**src/design/tods_pkg.sv**
```systemverilog
// Package for the time-of-day segment table: segment record, cell flags,
// command bundle, operation and status codes, default settings.
// No dependencies.
`default_nettype none

package tods_pkg;

  // Default table depth handed to the top level
  localparam int MAX_SEGMENTS_DEF = 16;

  // Count width covering the full depth range (counts up to 127)
  localparam int CNT_W = 7;

  // Field widths
  localparam int TIME_W = 17;
  localparam int VAL_W  = 16;

  // Default settings, hundredths
  localparam logic [VAL_W-1:0] DEF_CARB   = 16'd1000;
  localparam logic [VAL_W-1:0] DEF_CORR   = 16'd200;
  localparam logic [VAL_W-1:0] DEF_TARGET = 16'd550;
  localparam logic [VAL_W-1:0] DEF_BASAL  = 16'd100;

  // Status codes
  localparam logic [1:0] ST_OK        = 2'd0;
  localparam logic [1:0] ST_BAD_INDEX = 2'd1;
  localparam logic [1:0] ST_FULL      = 2'd2;

  typedef enum logic [1:0] {
    OP_LOOKUP  = 2'd0,
    OP_INSERT  = 2'd1,
    OP_REPLACE = 2'd2,
    OP_REMOVE  = 2'd3
  } op_t;

  // One schedule segment
  typedef struct packed {
    logic [TIME_W-1:0] start;
    logic [VAL_W-1:0]  carb;
    logic [VAL_W-1:0]  corr;
    logic [VAL_W-1:0]  target;
    logic [VAL_W-1:0]  basal;
  } seg_t;

  // Per-cell compare results shared with the neighbours
  typedef struct packed {
    logic valid;   // cell lies inside the stored count
    logic le_new;  // start <= new segment start
    logic lt_new;  // start <  new segment start
    logic le_q;    // start <= query time
  } flg_t;

  // Broadcast command to every cell
  typedef struct packed {
    logic              we;
    op_t               op;
    logic [3:0]        idx;
    logic [CNT_W-1:0]  count;
    seg_t              seg;
    logic [TIME_W-1:0] query;
  } cmd_t;

  localparam seg_t SEG_DEFAULT = '{start: '0, carb: DEF_CARB, corr: DEF_CORR,
                                   target: DEF_TARGET, basal: DEF_BASAL};

endpackage

`default_nettype wire

```
**src/design/tods_cell.sv**
```systemverilog
// One table cell: holds a segment, compares it against the command and
// picks its next content from itself, its neighbours or the new segment.
// Depends on tods_pkg.
`default_nettype none

module tods_cell import tods_pkg::*; #(
  parameter int IDX = 0
) (
  input  wire logic clk,
  input  wire logic rst,
  input  wire cmd_t cmd,
  input  wire seg_t left_seg,
  input  wire seg_t right_seg,
  input  wire flg_t left_flg,
  input  wire flg_t right_flg,
  input  wire logic leq0,
  output seg_t      seg,
  output flg_t      flg,
  output logic      sel
);

  localparam logic [CNT_W-1:0] POS = CNT_W'(IDX);

  logic [CNT_W-1:0] idx_ext;
  assign idx_ext = CNT_W'(cmd.idx);

  // Local compares, handed to both neighbours
  assign flg.valid  = POS < cmd.count;
  assign flg.le_new = seg.start <= cmd.seg.start;
  assign flg.lt_new = seg.start < cmd.seg.start;
  assign flg.le_q   = seg.start <= cmd.query;

  // Lookup: last entry at or before the query, or wrap to the last entry
  assign sel = (flg.valid && flg.le_q && !(right_flg.valid && right_flg.le_q)) ||
               ((POS + 1'b1) == cmd.count && !leq0);

  // Next content. The table with the affected entry taken out (or left
  // alone on insert) is the remainder list; the new segment goes after every
  // remainder entry that sorts before it.
  seg_t seg_next;
  seg_t own_seg, lft_seg;
  flg_t own_flg, lft_flg;
  logic own_valid, lft_valid, own_bef, lft_bef, own_from_right, lft_from_own;

  always_comb begin
    own_from_right = (cmd.op == OP_REPLACE || cmd.op == OP_REMOVE) && POS >= idx_ext;
    lft_from_own   = (cmd.op == OP_REPLACE) && POS > idx_ext;
    own_seg = own_from_right ? right_seg : seg;
    own_flg = own_from_right ? right_flg : flg;
    lft_seg = lft_from_own ? seg : left_seg;
    lft_flg = lft_from_own ? flg : left_flg;

    if (cmd.op == OP_REPLACE) begin
      own_valid = (POS + 1'b1) < cmd.count;
      lft_valid = (IDX != 0) && POS < cmd.count;
      // stable order: equal starts keep their side of the replaced entry
      own_bef = own_flg.lt_new || (own_flg.le_new && POS < idx_ext);
      lft_bef = lft_flg.lt_new || (lft_flg.le_new && POS <= idx_ext);
    end else begin
      own_valid = POS < cmd.count;
      lft_valid = (IDX != 0) && POS <= cmd.count;
      // insert goes after equal starts
      own_bef = own_flg.le_new;
      lft_bef = lft_flg.le_new;
    end

    case (cmd.op)
      OP_INSERT, OP_REPLACE: begin
        if (own_valid && own_bef) begin
          seg_next = own_seg;
        end else if (lft_valid && !lft_bef) begin
          seg_next = lft_seg;
        end else begin
          seg_next = cmd.seg;
        end
      end
      OP_REMOVE: seg_next = own_seg;
      default:   seg_next = seg;
    endcase
  end

  // Storage: only the first cell has a defined reset value
  always_ff @(posedge clk) begin
    if (rst) begin
      if (IDX == 0) begin
        seg <= SEG_DEFAULT;
      end
    end else if (cmd.we) begin
      seg <= seg_next;
    end
  end

endmodule

`default_nettype wire

```
**src/design/time_of_day_segment_table.sv**
```systemverilog
// Time-of-day segment table top level: row of tods_cell, count, status and output register.
// A transaction's result sits in the output register in the cycle after acceptance.
// Throughput: one transaction per cycle; every cell compares and shifts in the same cycle.
// A result left waiting holds s_tready low until the cycle in which it is taken.
// Reset: entry 0 holds midnight defaults, count is 1, the output register is empty.
// Depends on tods_pkg and tods_cell.
`default_nettype none

module time_of_day_segment_table import tods_pkg::*; #(
  parameter int MAX_SEGMENTS = MAX_SEGMENTS_DEF
) (
  input  wire logic         clk,
  input  wire logic         rst,
  input  wire logic         s_tvalid,
  output logic              s_tready,
  // seg_index[3:0] seg_start[20:4] carb_ratio[36:21] correction_factor[52:37]
  // target_glucose[68:53] basal_rate[84:69] query_time[101:85], zero pad
  input  wire logic [103:0] s_tdata,
  // op[1:0]
  input  wire logic [1:0]   s_tuser,
  output logic              m_tvalid,
  input  wire logic         m_tready,
  // status[1:0] found[2] hit_index[6:3] out_carb_ratio[22:7] out_correction[38:23]
  // out_target[54:39] out_basal[70:55] entry_count[75:71], zero pad
  output logic [79:0]       m_tdata
);

  localparam int CW = $clog2(MAX_SEGMENTS + 1);
  localparam int IW = (MAX_SEGMENTS > 1) ? $clog2(MAX_SEGMENTS) : 1;
  localparam logic [CW-1:0] CNT_MAX = CW'(MAX_SEGMENTS);

  logic [CW-1:0] count, count_next;
  logic          s_acc;
  op_t           op_in;
  seg_t          seg_in;
  logic [1:0]    status;
  cmd_t          cmd;

  assign s_tready = !m_tvalid || m_tready;
  assign s_acc    = s_tvalid && s_tready;
  assign op_in    = op_t'(s_tuser);
  assign seg_in   = '{start: s_tdata[20:4], carb: s_tdata[36:21], corr: s_tdata[52:37],
                      target: s_tdata[68:53], basal: s_tdata[84:69]};

  // Status and new count
  always_comb begin
    status     = ST_OK;
    count_next = count;
    case (op_in)
      OP_INSERT: begin
        if (count >= CNT_MAX) begin
          status = ST_FULL;
        end else begin
          count_next = count + 1'b1;
        end
      end
      OP_REPLACE: begin
        if (CNT_W'(s_tdata[3:0]) >= CNT_W'(count)) begin
          status = ST_BAD_INDEX;
        end
      end
      OP_REMOVE: begin
        if (CNT_W'(s_tdata[3:0]) >= CNT_W'(count)) begin
          status = ST_BAD_INDEX;
        end else begin
          count_next = count - 1'b1;
        end
      end
      default: ;
    endcase
  end

  // Broadcast command
  assign cmd = '{we: s_acc && status == ST_OK && op_in != OP_LOOKUP, op: op_in,
                 idx: s_tdata[3:0], count: CNT_W'(count), seg: seg_in,
                 query: s_tdata[101:85]};

  // Cell row
  seg_t                    seg_arr  [MAX_SEGMENTS];
  flg_t                    flg_arr  [MAX_SEGMENTS];
  seg_t                    lseg_arr [MAX_SEGMENTS];
  seg_t                    rseg_arr [MAX_SEGMENTS];
  flg_t                    lflg_arr [MAX_SEGMENTS];
  flg_t                    rflg_arr [MAX_SEGMENTS];
  logic [MAX_SEGMENTS-1:0] sel_vec;

  for (genvar g = 0; g < MAX_SEGMENTS; g++) begin : g_cell
    if (g == 0) begin : g_lend
      assign lseg_arr[g] = '0;
      assign lflg_arr[g] = '0;
    end else begin : g_lnb
      assign lseg_arr[g] = seg_arr[g-1];
      assign lflg_arr[g] = flg_arr[g-1];
    end
    if (g == MAX_SEGMENTS - 1) begin : g_rend
      assign rseg_arr[g] = '0;
      assign rflg_arr[g] = '0;
    end else begin : g_rnb
      assign rseg_arr[g] = seg_arr[g+1];
      assign rflg_arr[g] = flg_arr[g+1];
    end

    tods_cell #(.IDX(g)) u_cell (
      .clk       (clk),
      .rst       (rst),
      .cmd       (cmd),
      .left_seg  (lseg_arr[g]),
      .right_seg (rseg_arr[g]),
      .left_flg  (lflg_arr[g]),
      .right_flg (rflg_arr[g]),
      .leq0      (flg_arr[0].le_q),
      .seg       (seg_arr[g]),
      .flg       (flg_arr[g]),
      .sel       (sel_vec[g])
    );
  end

  // Gather the selected entry (selection is one-hot)
  seg_t          hit_seg;
  logic [IW-1:0] hit_idx;
  always_comb begin
    hit_seg = '0;
    hit_idx = '0;
    for (int i = 0; i < MAX_SEGMENTS; i++) begin
      if (sel_vec[i]) begin
        hit_seg = hit_seg | seg_arr[i];
        hit_idx = hit_idx | IW'(i);
      end
    end
  end

  // Result fields
  logic          found;
  logic [IW+3:0] hit_wide;
  logic [CW+4:0] cnt_wide;
  seg_t          res_seg;
  always_comb begin
    found    = 1'b0;
    hit_wide = '0;
    res_seg  = '0;
    if (op_in == OP_LOOKUP) begin
      if (count == '0) begin
        res_seg = SEG_DEFAULT;
      end else begin
        found    = 1'b1;
        hit_wide = (IW+4)'(hit_idx);
        res_seg  = hit_seg;
      end
    end
    cnt_wide = (CW+5)'(count_next);
  end

  // Count register
  always_ff @(posedge clk) begin
    if (rst) begin
      count <= CW'(1);
    end else if (s_acc) begin
      count <= count_next;
    end
  end

  // Output register
  always_ff @(posedge clk) begin
    if (rst) begin
      m_tvalid <= 1'b0;
    end else if (s_acc) begin
      m_tvalid <= 1'b1;
    end else if (m_tready) begin
      m_tvalid <= 1'b0;
    end
  end

  always_ff @(posedge clk) begin
    if (s_acc) begin
      m_tdata <= {4'b0, cnt_wide[4:0], res_seg.basal, res_seg.target, res_seg.corr,
                  res_seg.carb, hit_wide[3:0], found, status};
    end
  end

  // Checks
  a_count_range: assert property (@(posedge clk) disable iff (rst)
    count <= CNT_MAX)
    else $error("entry count above table depth");

  a_full_hold: assert property (@(posedge clk) disable iff (rst)
    s_acc && op_in == OP_INSERT && count == CNT_MAX |=> count == $past(count))
    else $error("insert into full table changed the count");

  a_one_hit: assert property (@(posedge clk) disable iff (rst)
    s_acc && op_in == OP_LOOKUP && count != '0 |-> $onehot(sel_vec))
    else $error("lookup did not select exactly one entry");

  a_result_follows: assert property (@(posedge clk) disable iff (rst)
    s_acc |=> m_tvalid)
    else $error("accepted transaction gave no result");

endmodule

`default_nettype wire

```
**config.mk**
```make
export PLATFORM = sky130hd
export DESIGN_NAME = time_of_day_segment_table
export DESIGN_NICKNAME = d
export VERILOG_FILES = /design/src/design/tods_pkg.sv /design/src/design/tods_cell.sv /design/src/design/time_of_day_segment_table.sv
export SDC_FILE = /design/constraint.sdc
export NUM_CORES = 2
export LEC_CHECK = 0
export ABC_CLOCK_PERIOD_IN_PS = 17800
export BUFFER_PORTS_ARGS = -buffer_cell sky130_fd_sc_hd__buf_2
export CELL_PAD_IN_SITES_DETAIL_PLACEMENT = 1
export CELL_PAD_IN_SITES_GLOBAL_PLACEMENT = 2
export CORE_ASPECT_RATIO = 0.7
export CORE_MARGIN = 2
export CORE_UTILIZATION = 31
export DETAILED_ROUTE_END_ITERATION = 8
export PLACE_DENSITY = 0.68
export SETUP_SLACK_MARGIN = 0.3
export SLEW_MARGIN = 20
export SYNTH_ARGS = -nofsm -noshare
export SYNTH_HDL_FRONTEND = slang
export SYNTH_SLANG_ARGS = --single-unit
```
**constraint.sdc**
```tcl
create_clock -name clk -period 17.8 [get_ports clk]
set_input_delay 3.56 -clock clk [delete_from_list [all_inputs] [get_ports clk]]
set_output_delay 3.56 -clock clk [all_outputs]
set_load 0.01 [all_outputs]
```
# == After elaboration in Yosys (flattened, before gate mapping) ==
# Cells that the tools add are included.
# op_classes
addsub,2
mul,0
div,0
n_lt_le_gt_ge,144
eq_ne,34
shifts,0
muxes,212
bitwise,17
n_reduce_logical,249
# op_table
op,count
$mux W81,62
$pmux W81 S2,16
$mux W64,16
$or A64 B64 Y64,15
$le A17 B17 Y1,32
$lt A17 B17 Y1,16
$logic_and A1 B1 Y1,143
$mux W3,35
$mux W1,67
$ne A4 B4 Y1 const B,15
$reduce_and A4 Y1,15
$mux W58,1
$logic_or A1 B1 Y1,49
$eq A4 B5 Y1 const A,8
$le A4 B5 Y1 const A,8
$lt A4 B5 Y1 const A,8
$ge A4 B4 Y1 const A,8
$gt A4 B4 Y1 const A,8
$le A4 B4 Y1 const A,8
$logic_not A1 Y1,32
$lt A4 B4 Y1 const A,8
$mux W4,8
$eq A3 B5 Y1 const A,4
$le A3 B5 Y1 const A,4
37 further kinds,72
# word_totals
reg_bits,1378
latchBits,0
mem_bits_rw,0
mem_bits_ro,0
inputBits,110
out_inout_bits,82
wordCells,743
n_memories,0

# == Logic depth before layout (Yosys ltp) ==
# logic_depth
word_depth,37
depth_mapped,16
mapped_depth_nobuf,12

# == Cells and area by module ==
# From an unflattened synthesis, not the netlist that was laid out.
# hier_totals
hier_cells,12727
area_unflattened_um2,121810.6
# by_module_without_submodules
mod,instances,cells_per_inst,area_each_um2,seq_area_each_um2
time_of_day_segment_table,1,1040,8839.7,2402.3
tods_cell (g_cell[9].u_cell),1,1000,8780.9,2432.3
tods_cell (g_cell[4].u_cell),1,880,8418.1,2432.3
tods_cell (g_cell[6].u_cell),1,818,8409.3,2432.3
tods_cell (g_cell[5].u_cell),1,990,8220.4,2432.3
tods_cell (g_cell[2].u_cell),1,976,8162.8,2432.3
tods_cell (g_cell[7].u_cell),1,697,7323.3,2432.3
tods_cell (g_cell[1].u_cell),1,722,7319.5,2432.3
tods_cell (g_cell[3].u_cell),1,694,7105.6,2432.3
tods_cell (g_cell[10].u_cell),1,607,6413.7,2432.3
tods_cell (g_cell[0].u_cell),1,729,6306.0,1621.6
tods_cell (g_cell[12].u_cell),1,709,6228.5,2432.3
tods_cell (g_cell[13].u_cell),1,508,6199.7,2432.3
tods_cell (g_cell[14].u_cell),1,499,6193.4,2432.3
+3 rows,n/a,n/a,n/a,n/a

# == Worst setup path after synthesis ==
# No wires, ideal clock.
# synth_timing
path_kind,input to register
startpoint,in s_tdata[15]
endpoint,reg g_cell[7].u_cell.seg[0] (netlist bit) (enable)
setup_time_ns,0.566
arrival_time_ns,10.846
required_ns,17.234
setup_slack_ns,6.388
cell_stages,14
n_path_buf,4
path_cell_list,clkbuf_1 -> clkbuf_1 -> inv_1 -> ha_1 -> and3_1 -> a221o_1 -> a21o_1 -> a221o_1 -> or2_1 -> o22ai_1 -> nor3_1 -> buf_2 -> buf_1 -> a41oi_1
# synth_via
elab_chain_len,9
elab_cells_between_ends,19
cone_classes,order compare (6); eq/ne (1); mux (4); reduce/logical (8)
# synth_lines
item,line_no,source
from (decl),time_of_day_segment_table.sv:18,"input wire logic [103:0] s_tdata,"
$le A17 B17 Y1,tods_cell.sv:29,assign flg.le_new = seg.start <= cmd.seg.start;
$mux W3,tods_cell.sv:51,lft_flg = lft_from_own ? flg : left_flg;
$logic_and A1 B1 Y1,tods_cell.sv:58,lft_bef = lft_flg.lt_new || (lft_flg.le_new && POS <= idx_ext);
$logic_or A1 B1 Y1,tods_cell.sv:58,
$mux W1,tods_cell.sv:53,if (cmd.op == OP_REPLACE) begin
$logic_not A1 Y1,tods_cell.sv:71,end else if (lft_valid && !lft_bef) begin
$logic_and A1 B1 Y1,tods_cell.sv:71,
$ne A4 B4 Y1 (no line) *,n/a,
$reduce_and A4 Y1 (no line) *,n/a,
to (signal assigned),tods_cell.sv:89,seg <= seg_next;
to (decl),tods_cell.sv:17,"output seg_t seg,"
# Every way passes the cells marked *; elsewhere a longest branch is shown, timed or not.
# A chain may end at the register's enable or synchronous reset.

==> results.tsv <==
stage	metric	value	unit
timing	report.final.slew_viol_count	0	
worst_setup_path	crit_path_frequent_cell	buf_4	
worst_setup_path	path_cells	buf_2 > inv_1 > ha_2 > buf_4 > or2_1 > nand2b_4 > a21oi_1 > nand2_4 > a211oi_1 > a311o_2 > buf_4 > buf_4 > mux2i_1	
synth	synth_cell_type_count	75	
timing	tightest_slew	1.380	ns
die	die-area	328300	sq um
cells_and_area	layout-drive-gt1-share	10.30	%
cells_and_area	design_area	111900	sq um
detailed_routing	totalWireLength	489700	microns
clock_network	cts_max_path_buffers	4	
timing	rsz0062_at_grt	false	
synth	synth-seq-area-share	40.37	%
pwr	power	10.34	mW
worst_setup_path	critPathSlowestCell	a21oi_1	
detailed_routing	wl_per_cell	37.15	microns
die	design.core.area	321600	sq um
timing	setup_violations	0	
worst_setup_path	ff2ff_path_depth	10	
grt	grt_max_degree	119	
synth	synth-edff-count	1291	
placement	dpl.cell_count	12870	
die	die_h	480	microns
synth	synth_flop_cell	edfxtp_1	
placement	placed_area	106500	sq um
placement	numPortBuffers	185	
grt	grt.total_usage	28.65	%
detailed_routing	via_per_inst	6.382	
worst_setup_path	required	18.38	ns
pwr	power_density	92.38	nW/um^2
status	outcome	complete, but fails checks	
pwr	p_leak	49.28	nW
clock_network	post-cts-setup-buffers	0	
grt	antenna_found_initial	56	
cells_and_area	syn2layout_area_growth	11.51	%
synth	synthCells	8845	
synth	ys.warnings.count	0	
grt	gr-total-overflow	0	
worst_setup_path	endpoint_kind	register	
placement	dp_worst_setup_slack	7.400	ns
clock_network	root_buffer	clkbuf_16	
cells_and_area	nets	9393	
clock_network	cts_sinks	1378	
detailed_routing	drc	2	
detailed_routing	initialDrtViolationCount	11450	
worst_setup_path	crit_start	s_tuser[0]	
timing	period_minus_slack	9.701	ns
grt	grt_pass1_wl	674600	microns
worst_setup_path	cp-start-kind	primary input	
die	start_util	31.20	%
worst_setup_path	r2r-start	g_cell[8].u_cell.seg[78]	
worst_setup_path	r2r-end	m_tdata[30]	
clock_network	cts_resized	0	
pwr	ir_drop	0.00007812	V
timing	clock_skew	0.04854	ns
timing	setup_ws	8.099	ns
clock_network	cts_buffers	170	
clock_network	clk_latency	0.89	ns
worst_hold_path	min_path_type	reg -> reg	
synth	synthArstFlopShare	0	%
worst_setup_path	cp.arrival	10.28	ns
placement	place_hpwl	297100	microns
flow_run	max_cap_violations	0	
timing	tns	0	ns
worst_setup_path	crit_path_end	g_cell[4].u_cell.seg[15]	
clock_network	cts_tree	yes	
clock_network	cts_hold_buffers	0	
worst_setup_path	r2r_slack	11.25	ns
worst_setup_path	path_class	in -> reg	
timing	maxSlewHeadroom	8.001	%
synth	syn_avg_cell_area	11.34	sq um
status	violations	design-rule violations	
placement	gp_congestion	0.9269	
die	ios	192	
detailed_routing	antenna_left	0	
die	rows	174	
timing	finalHoldViolCount	0	
synth	synthesis.area	100300	sq um
worst_setup_path	crit_fanout	53	
detailed_routing	first_pass_iters	9	
cells_and_area	final_cells	13180	
worst_setup_path	slowest_delay	0.99	ns
clock_network	clkSlewWorstSetupHoldPaths	0.06	ns
synth	synth-seq-cells	1378	
timing	period_share	54.50	%
timing	max_freq	0.1031	GHz
detailed_routing	route.vias.total	84140	
grt	grt_pass1_vias	83270	
clock_network	htree_levels	4	
die	die_w	684.0	microns
## routing by layer
layer | global-route usage, % | vias up | part of all wire [%]
met1 | 41.60 | 43810 | 45
met2 | 40.82 | 4843 | 40
met5 | 0.5605 | - | 0.074
li1 | - | 34400 | -
met4 | 10.46 | 20 | 4.1
met3 | 6.901 | 1067 | 10
## worst max-delay path, delay by kind of cell
kind	cells	cell delay [ns]
buffers and inverters	5	1.94
adder cells (fa/ha/maj)	1	0.17
AO/OA/AOI/OAI	3	2.45
AND/OR/NAND/NOR	3	1.93
multiplexers	1	0.16
## registers in the layout, indices dropped and copies added (netlist names)
| register | flops |
|---|---|
| g_cell.u_cell.seg | 1296 |
| m_tdata | 76 |
| count | 5 |
| m_tvalid | 1 |
## metrics by stage
stage | hold slack (ns) | utilization (%)
after floorplan | 0.4774 | -
after CTS | 0.5073 | 34.78
after global placement | 0.4879 | 33.10
after global routing | 0.5487 | 34.79
after detailed placement | 0.4985 | 33.11
final | 0.5123 | 34.80
## Yosys cell counts, types with 6 or more instances
cell type | instances | area (sq um)
a2111oi_0 | 24 | 210.2
a211oi_1 | 32 | 240.2
a21boi_0 | 7 | 52.55
a21o_1 | 108 | 810.8
a21oi_1 | 446 | 2232
a221oi_1 | 52 | 455.4
a222oi_1 | 176 | 1762
a22o_1 | 20 | 175.2
a22oi_1 | 199 | 1494
a311oi_1 | 7 | 61.31
a31oi_1 | 19 | 118.9
a41oi_1 | 21 | 183.9
and2_1 | 12 | 75.07
and3_1 | 23 | 143.9
and4_1 | 15 | 131.4
buf_1 | 35 | 131.4
buf_2 | 207 | 1036
clkbuf_1 | 461 | 1730
dfxtp_1 | 87 | 1742
edfxtp_1 | 1291 | 38770
ha_1 | 558 | 6982
inv_1 | 91 | 341.6
mux2_2 | 162 | 1824
mux2i_1 | 3148 | 31510
nand2_1 | 298 | 1119
nand2b_1 | 13 | 81.33
nand3_1 | 148 | 740.7
nand4_1 | 144 | 900.9
nor2_1 | 482 | 1809
nor2b_1 | 42 | 262.8
nor3_1 | 32 | 160.2
nor4_1 | 85 | 531.8
o211ai_1 | 12 | 90.09
o21a_1 | 68 | 510.5
o21ai_0 | 196 | 980.9
o21ai_1 | 6 | 30.03
o21bai_1 | 9 | 67.56
o22ai_1 | 13 | 81.33
o31ai_1 | 11 | 82.58
or2_1 | 6 | 37.54
or2_2 | 6 | 37.54
## where the power goes
group | internal [mW] | switching, mW | total [mW]
Combinational | 0.925 | 1.76 | 2.68
Sequential | 3.85 | 0.209 | 4.06
Clock | 2.02 | 1.57 | 3.60
Total | 6.79 | 3.54 | 10.3
## cell type report
class                           count  area, sq um
Antenna cell                       17        42.54
Clock buffer                      239         4693
Clock inverter                     62        659.4
Fill cell                       34840       209700
Inverter                           95        367.9
Multi-Input combinational cell   6664        57330
Sequential cell                  1378        40510
Tap cell                         4312         5395
Timing Repair Buffer              416         2892
## worst min path at each step
stage / start / to / slack, ns / depth (start not counted)
after CTS: g_cell[0].u_cell.seg[64] / g_cell[0].u_cell.seg[64] / 0.51 / 2
after floorplan: g_cell[0].u_cell.seg[64] / g_cell[0].u_cell.seg[64] / 0.48 / 2
final: g_cell[0].u_cell.seg[64] / g_cell[0].u_cell.seg[64] / 0.51 / 2
after global routing: g_cell[0].u_cell.seg[34] / g_cell[0].u_cell.seg[34] / 0.55 / 2
after global placement: g_cell[0].u_cell.seg[64] / g_cell[0].u_cell.seg[64] / 0.49 / 2
after detailed placement: g_cell[0].u_cell.seg[64] / g_cell[0].u_cell.seg[64] / 0.50 / 2
## cells by family after synthesis
logic type | count (synthesis) | synth area share, %
buf+inv | 806 | 3.314
mux | 3310 | 33.22
flops | 1378 | 40.37
simple gates | 1330 | 6.189
fa+ha+maj | 558 | 6.958
compound gates | 1462 | 9.942
other cells | 1 | 0.003737
## cell usage in the layout, fill, tap and decap left out, drive strengths merged, types with 12 or more instances in the layout
master   count
inv         98
mux2i     3148
a21oi      447
a31oi       19
or2         14
a222oi     176
a22oi      199
nand3      148
nor2       483
o21ai      202
and4        15
nand2b      13
nor3        33
o21a        68
clkinv      44
nand4      144
o211ai      12
o31ai       12
and3        23
nor2b       42
edfxtp    1291
nor4        85
and2        13
ha         558
a221oi      52
a2111oi     24
a211oi      32
bufinv      13
dfxtp       87
a41oi       21
mux2       162
a21o       108
clkbuf     239
buf        416
o22ai       13
diode       17
a22o        20
nand2      298
No activity file was read; power rests on OpenSTA's default activity.
